### config.mk
export PLATFORM = sky130hd
export DESIGN_NAME = prr_ctrl
export DESIGN_NICKNAME = d
export VERILOG_FILES = /design/src/prr_pkg.sv /design/src/prr_ctrl.sv
export SDC_FILE = /design/constraint.sdc
export NUM_CORES = 1
export LEC_CHECK = 0
export BUFFER_PORTS_ARGS = -buffer_cell sky130_fd_sc_hd__buf_2
export CORE_AREA = 3 3 40 42
export CTS_CLUSTER_DIAMETER = 40
export CTS_CLUSTER_SIZE = 40
export DETAILED_ROUTE_END_ITERATION = 12
export DIE_AREA = 0 0 43 45
export PLACE_DENSITY = 0.72
export SETUP_SLACK_MARGIN = 0.05
export SYNTH_ARGS = -nofsm -noshare
export SYNTH_HDL_FRONTEND = slang
export SYNTH_SLANG_ARGS = --single-unit
### constraint.sdc
create_clock -name i_clk -period 2.35 [get_ports i_clk]
set_input_delay 0.47 -clock i_clk [delete_from_list [all_inputs] [get_ports i_clk]]
set_output_delay 0.47 -clock i_clk [all_outputs]
set_load 0.1 [all_outputs]
### src/prr_pkg.sv
`timescale 1ns / 1ps
// Package for the polyphase rational resampler: default sizes, field widths,
// operation and register codes, and the command and status structs that join
// the controller to the datapath. No dependencies.
package prr_pkg;

    // Defaults for the top-level parameters.
    localparam int TAPS_DEF        = 16;
    localparam int MAX_PHASES_DEF  = 512;
    localparam int MAX_BURST_DEF   = 8;
    localparam int SAMPLE_BITS_DEF = 16;
    localparam int COEF_BITS_DEF   = 18;

    // Fixed field widths.
    localparam int OP_W       = 2;
    localparam int COEF_IDX_W = 13;
    localparam int FACTOR_W   = 10;
    localparam int CFG_IDX_W  = 2;

    // Factor arithmetic runs one bit wider so that phase plus step fits.
    localparam int DIV_W    = FACTOR_W + 1;
    localparam int MAX_DOWN = 512;

    typedef enum logic [OP_W-1:0] {
        OP_SAMPLE  = 2'd0,
        OP_COEF    = 2'd1,
        OP_RESTART = 2'd2
    } t_op;

    localparam logic [CFG_IDX_W-1:0] REG_UP_FACTOR   = 2'd0;
    localparam logic [CFG_IDX_W-1:0] REG_DOWN_FACTOR = 2'd1;

    typedef enum logic [3:0] {
        ST_IDLE,
        ST_CNT_GO,
        ST_CNT_WAIT,
        ST_SUM,
        ST_END_GO,
        ST_END_WAIT,
        ST_MAC_GO,
        ST_MAC_WAIT,
        ST_EMIT
    } t_state;

    typedef struct packed {
        logic cfg_wr;
        logic restart;
        logic shift_in;
        logic coef_wr;
        logic sun_dec;
        logic run_load;
        logic div_start;
        logic div_sel_end;
        logic cnt_take;
        logic sum_calc;
        logic end_take;
        logic mac_start;
        logic out_load;
    } t_cmd;

    typedef struct packed {
        logic sun_zero;
        logic div_done;
        logic mac_done;
        logic out_free;
        logic last;
    } t_sts;

endpackage

### src/prr_ctrl.sv
`timescale 1ns / 1ps
// Controller state machine: takes items and register writes, sequences the
// run length division, the step division and one filter pass per output.
// Uses prr_pkg.
module prr_ctrl (
    input  logic                          i_clk,
    input  logic                          i_rst_n,
    input  logic                          i_in_valid,
    input  logic [prr_pkg::OP_W-1:0]      i_operation,
    input  logic                          i_cfg_valid,
    input  prr_pkg::t_sts                 i_sts,
    output logic                          o_in_ready,
    output logic                          o_cfg_ready,
    output prr_pkg::t_cmd                 o_cmd
);

    prr_pkg::t_state r_state;
    prr_pkg::t_state n_state;
    logic            in_take;

    assign in_take = (r_state == prr_pkg::ST_IDLE) && i_in_valid && !i_cfg_valid;

    always_ff @(posedge i_clk) begin
        if (!i_rst_n) begin
            r_state <= prr_pkg::ST_IDLE;
        end else begin
            r_state <= n_state;
        end
    end

    always_comb begin
        n_state = r_state;
        unique case (r_state)
            prr_pkg::ST_IDLE: begin
                if (in_take && prr_pkg::t_op'(i_operation) == prr_pkg::OP_SAMPLE
                    && i_sts.sun_zero) begin
                    n_state = prr_pkg::ST_CNT_GO;
                end
            end
            prr_pkg::ST_CNT_GO:   n_state = prr_pkg::ST_CNT_WAIT;
            prr_pkg::ST_CNT_WAIT: begin
                if (i_sts.div_done) begin
                    n_state = prr_pkg::ST_SUM;
                end
            end
            prr_pkg::ST_SUM:      n_state = prr_pkg::ST_END_GO;
            prr_pkg::ST_END_GO:   n_state = prr_pkg::ST_END_WAIT;
            prr_pkg::ST_END_WAIT: begin
                if (i_sts.div_done) begin
                    n_state = prr_pkg::ST_MAC_GO;
                end
            end
            prr_pkg::ST_MAC_GO:   n_state = prr_pkg::ST_MAC_WAIT;
            prr_pkg::ST_MAC_WAIT: begin
                if (i_sts.mac_done) begin
                    n_state = prr_pkg::ST_EMIT;
                end
            end
            prr_pkg::ST_EMIT: begin
                if (i_sts.out_free) begin
                    n_state = i_sts.last ? prr_pkg::ST_IDLE : prr_pkg::ST_MAC_GO;
                end
            end
            default: n_state = prr_pkg::ST_IDLE;
        endcase
    end

    always_comb begin
        o_cmd       = '0;
        o_in_ready  = 1'b0;
        o_cfg_ready = 1'b0;
        unique case (r_state)
            prr_pkg::ST_IDLE: begin
                o_cfg_ready   = 1'b1;
                o_in_ready    = !i_cfg_valid;
                o_cmd.cfg_wr  = i_cfg_valid;
                if (in_take) begin
                    unique case (prr_pkg::t_op'(i_operation))
                        prr_pkg::OP_SAMPLE: begin
                            o_cmd.shift_in = 1'b1;
                            o_cmd.sun_dec  = !i_sts.sun_zero;
                            o_cmd.run_load = i_sts.sun_zero;
                        end
                        prr_pkg::OP_COEF:    o_cmd.coef_wr = 1'b1;
                        prr_pkg::OP_RESTART: o_cmd.restart = 1'b1;
                        default: ;
                    endcase
                end
            end
            prr_pkg::ST_CNT_GO:   o_cmd.div_start = 1'b1;
            prr_pkg::ST_CNT_WAIT: o_cmd.cnt_take  = i_sts.div_done;
            prr_pkg::ST_SUM:      o_cmd.sum_calc  = 1'b1;
            prr_pkg::ST_END_GO: begin
                o_cmd.div_start   = 1'b1;
                o_cmd.div_sel_end = 1'b1;
            end
            // The divider reads its divisor on every step, so the selection holds.
            prr_pkg::ST_END_WAIT: begin
                o_cmd.div_sel_end = 1'b1;
                o_cmd.end_take    = i_sts.div_done;
            end
            prr_pkg::ST_MAC_GO:   o_cmd.mac_start = 1'b1;
            prr_pkg::ST_MAC_WAIT: ;
            prr_pkg::ST_EMIT:     o_cmd.out_load  = i_sts.out_free;
            default: ;
        endcase
    end

endmodule

Word-level counts from Yosys, hierarchy flattened. Index checks and enable logic that the tools add are counted.

Reduce and logical (&&, ||, !) cells: 11. Shifts and indexed selects: 0. $lt $le $gt $ge: 0. Bitwise logic cells: 0. $add $sub $neg: 0. Multiply operators: 0. Equal/unequal tests: 15. Div/mod/pow operators: 0. Mux-type cells: 22.

Operator list (count): $pmux W4 S9 (1); $mux W4 (5); $eq A4 B3 Y1 const B (4); $mux W1 (12); $eq A4 B2 Y1 const B (2); $ne A2 B2 Y1 const B (4); $mux W6 (1); $mux W5 (1); $reduce_and A5 Y1 (1); $eq A4 B1 Y1 const B (1); $eq A4 B4 Y1 const B (1); $logic_and A1 B1 Y1 (4); $logic_not A4 Y1 (1); $reduce_or A2 Y1 (2); $mux W3 (1); $eq A2 B1 Y1 const B (1); $eq A2 B2 Y1 const B (1); $logic_not A1 Y1 (2); $logic_not A2 Y1 (1); $mux W2 (1); $ne A2 B1 Y1 const B (1).

Input bits: 11. Latch bits: 0. ROM bits: 0. Register bits: 4. Word-level logic and storage cells: 49. Output and inout bits: 15. Bits in writable memories: 0. Memories kept: 0.

Logic depth before layout (Yosys ltp).
Depth in word-level cells: 7. Depth in mapped cells: 6.

Worst setup path before layout. OpenSTA, ideal clock, no wires.

Path kind: register to output. From: register r_state[3]. To: output o_cmd[8] (netlist name). Stages on the path, launching flop included: 5. Path slack: -2807 ps. Data arrival time: 4687 ps. Buffers on the path: 1. Path through: dfxtp_1 -> buf_6 -> nor4_4 -> nand2_2 -> nor4_1.

RTL lines: start, declared (RTL line prr_ctrl.sv:17) `prr_pkg::t_state r_state;`; start signal, assigned (RTL line prr_ctrl.sv:25) `r_state <= prr_pkg::ST_IDLE;`; start signal, assigned (RTL line prr_ctrl.sv:27) `r_state <= n_state;`; end, declared (RTL line prr_ctrl.sv:14) `output prr_pkg::t_cmd o_cmd`.

==> summary.md <==
| Metric | Value |
|---|---|
| Result of the run | `finished clean` |
| Total nets after synthesis | `74` |
| Number of antenna violations at the first check in global routing | `0` |
| Insertion delay of the later-clocked pin in the worst-skew pair | `0.24 ns` |
| Slew Limit Headroom | `0.6772` |
| Critical path required time | `1.88 ns` |
| Post-route standard cell area excluding fillers | `752.0 µm²` |
| Clock buffer count from CTS | `3` |
| Critical-path maximum fanout | `4` |
| Final Skew | `0.007362 ns` |
| Synthesis-to-finish area growth | `58.16%` |
| Number of global-route vias before repair | `504` |
| Worst-path clk slew | `0.04 ns` |
| Die area | `1935 µm²` |
| Starting density of the core | `0.3700` |
| Number of nets at the end of the flow | `103` |
| Mapped Area | `475.5 µm²` |
| Longest Clk Path Bufs | `2` |
| Type of element launching the critical path | `register` |
| Number of diodes added for antenna fixing | `0` |
| Maximum level of the CTS H-tree | `1` |
| Finish-stage setup viols | `0` |
| Total global routing overflow | `0` |
| Violation count after the first detailed-routing iteration | `3` |
| Fill cells | `113` |
| Setup crit end kind | `output port` |
| CTS Sinks | `4` |
| Number of search-and-repair iterations in the first detailed-routing pass | `4` |
| Class of the tightest hold or removal check | `input pin to register` |
| Number of flip-flops in the largest register | `4` |
| Die outline width | `43 µm` |
| Buffer type at the clock tree root | `sky130_fd_sc_hd__clkbuf_4` |
| Maximum number of pins on one net before global-route repair | `14` |
| Period utilisation layout | `0.9253` |
| Layout cells sized above 1 | `0.5000` |
| Cts hold-fix bufs | `0` |
| Number of rows in the core area | `13` |
| Unrepaired setup endpoints after global routing | `false` |
| Buffers added on ports | `25` |
| Die Ht | `45 µm` |
| TritonCTS clock tree | `built` |
| Overall routing resource usage | `0.1498` |
| Detail Route Antenna Nets | `0` |
| Final weighted congestion of routability-driven global placement | `0.7538` |
| Total DRC errors in the routed layout | `0` |
| Total via count in the routed design | `549` |
| IO Count | `26` |
| Registers with the highest flip-flop counts | `r_state (4)` |
| Number of standard cells after synthesis | `63` |
| HPWL after detailed placement | `1060 µm` |
| Area of placed instances | `721.9 µm²` |
| Wire length of the first global-routing pass | `2235 µm` |
| Avg Synthesized Cell Area | `7.547 µm²` |
| Max Fclk | `459.9 MHz` |
| Average wire length per cell after detail routing | `12.22 µm` |
| Final Hold Violating Endpoints | `0` |
| Per-cell via count in the routed design | `5.229` |
| Register area share after synthesis | `0.1684` |
| Critical Path AT | `1.70 ns` |
| Number of warning messages in the yosys log | `0` |
| Number of max-slew violations in the final report | `0` |
| Clock period minus final worst setup slack | `2.174 ns` |
| Core Region | `1285 µm²` |
| Post-Route WL | `1283 µm` |
| Register with the most flip-flops | `r_state` |
| Maximum Capacitance Violations | `0` |
| Critical path class | `register to output port` |
| Synth cell types | `30` |
| Slew at the pin with the worst max-slew slack | `0.4875 ns` |
| Yosys reg bits | `4` |
logic make-up after synthesis:
| family | synth area share |
|---|---|
| multiplexers | 0.06316 |
| buffers and inverters | 0.07368 |
| AO/OA/AOI/OAI | 0.1500 |
| AND/OR/NAND/NOR | 0.5447 |
| flip-flops | 0.1684 |
worst max-delay path, stage by stage, from the launching register on:
cell	delay, ns
sky130_fd_sc_hd__dfxtp_1	0.33
sky130_fd_sc_hd__nor4_4	0.35
sky130_fd_sc_hd__nand2_2	0.18
sky130_fd_sc_hd__nor3_4	0.26
sky130_fd_sc_hd__and2_4	0.19
sky130_fd_sc_hd__buf_12	0.16
cell usage after synthesis:
master,count,share of area
sky130_fd_sc_hd__and3_1,2,0.026
sky130_fd_sc_hd__dfxtp_1,4,0.17
sky130_fd_sc_hd__a21boi_1,1,0.016
sky130_fd_sc_hd__mux2i_1,3,0.063
sky130_fd_sc_hd__nor3b_1,3,0.047
sky130_fd_sc_hd__o21ai_0,1,0.011
sky130_fd_sc_hd__a21boi_0,1,0.016
sky130_fd_sc_hd__buf_2,1,0.011
sky130_fd_sc_hd__nor4_1,1,0.013
sky130_fd_sc_hd__and2b_1,1,0.016
sky130_fd_sc_hd__a2bb2oi_2,1,0.032
sky130_fd_sc_hd__buf_4,1,0.016
sky130_fd_sc_hd__o21a_1,1,0.016
sky130_fd_sc_hd__a21oi_1,3,0.032
sky130_fd_sc_hd__nand2b_1,5,0.066
sky130_fd_sc_hd__buf_6,2,0.047
sky130_fd_sc_hd__nor3_2,1,0.021
sky130_fd_sc_hd__nand3b_1,2,0.032
sky130_fd_sc_hd__o21ai_1,1,0.011
sky130_fd_sc_hd__nand2_1,4,0.032
sky130_fd_sc_hd__and4_1,1,0.018
sky130_fd_sc_hd__nor2_1,8,0.063
sky130_fd_sc_hd__nor4_4,1,0.045
sky130_fd_sc_hd__o31a_1,1,0.018
sky130_fd_sc_hd__nor2b_1,4,0.053
sky130_fd_sc_hd__nand3_1,3,0.032
sky130_fd_sc_hd__and3b_1,1,0.018
sky130_fd_sc_hd__nor3_1,1,0.011
sky130_fd_sc_hd__nand2_2,1,0.013
sky130_fd_sc_hd__and2_1,3,0.039
final timing paths:
| check | depth (start not counted) | start | end | slack [ns] |
|---|---|---|---|---|
| worst min register to register | 3 | r_state[0]$_SDFFE_PN0P_ | r_state[0]$_SDFFE_PN0P_ | 0.71 |
| worst min-delay path | 3 | i_rst_n | r_state[3]$_SDFFE_PN0P_ | 0.51 |
| worst max-delay path | 5 | r_state[2]$_SDFFE_PN0P_ | o_cmd[7] | 0.18 |
| worst max register to register | 6 | r_state[0]$_SDFFE_PN0P_ | r_state[1]$_SDFFE_PN0P_ | 0.83 |
stage by stage:
stage | hold WS (ns) | setup slack (ns) | TNS, ns | util | std cells
CTS | 0.4994 | 0.05235 | 0 | 0.5794 | 104
floorplan | 0.5905 | -1.422 | -7.433 | - | 63
detailed placement | 0.7028 | 0.2769 | 0 | 0.5618 | 101
finish | 0.5073 | 0.1756 | 0 | 0.5852 | 105
global placement | 0.6953 | 0.3088 | 0 | 0.5618 | 101
global route | 0.5186 | 0.07646 | 0 | 0.5852 | 105
what timing repair did:
item	CTS	global route
setup endpoints to repair	1	1
gates resized for setup	0	0
pin swaps	1	1
setup buffers	0	1
endpoints found under the hold margin	0	0
layout by cell type (no fill, tap or decap), types with 2 or more instances in the layout:
cell type,instances
sky130_fd_sc_hd__buf_2,20
sky130_fd_sc_hd__nor2_1,6
sky130_fd_sc_hd__nand2b_1,5
sky130_fd_sc_hd__buf_12,5
sky130_fd_sc_hd__nand2_1,4
sky130_fd_sc_hd__nor2b_1,3
sky130_fd_sc_hd__nand3_1,3
sky130_fd_sc_hd__mux2i_1,3
sky130_fd_sc_hd__a21oi_1,3
sky130_fd_sc_hd__clkbuf_4,3
sky130_fd_sc_hd__buf_4,3
sky130_fd_sc_hd__dfxtp_1,3
sky130_fd_sc_hd__nor2_2,2
sky130_fd_sc_hd__nor4_4,2
sky130_fd_sc_hd__nor3b_2,2
sky130_fd_sc_hd__and3_1,2
sky130_fd_sc_hd__nand3b_1,2
layer usage:
metal	global-route usage	part of all wire	vias to the layer above
met1	0.1779	0.41	245
met4	0	0	0
li1	-	-	277
met2	0.2605	0.49	27
met5	0	0	-
met3	0.07570	0.098	0
area by class of cell:
type / count / area, µm² / share of cell area
repair buffers: 28 / 222.7 / 0.2962
clock buffers: 3 / 22.52 / 0.02995
multi-input cells: 55 / 406.6 / 0.5408
flip-flops and latches: 4 / 81.33 / 0.1082
well taps: 15 / 18.77 / 0.02496
Power is not shown: default switching activity piles up to over one toggle a cycle in this logic, so the estimate is an artifact.
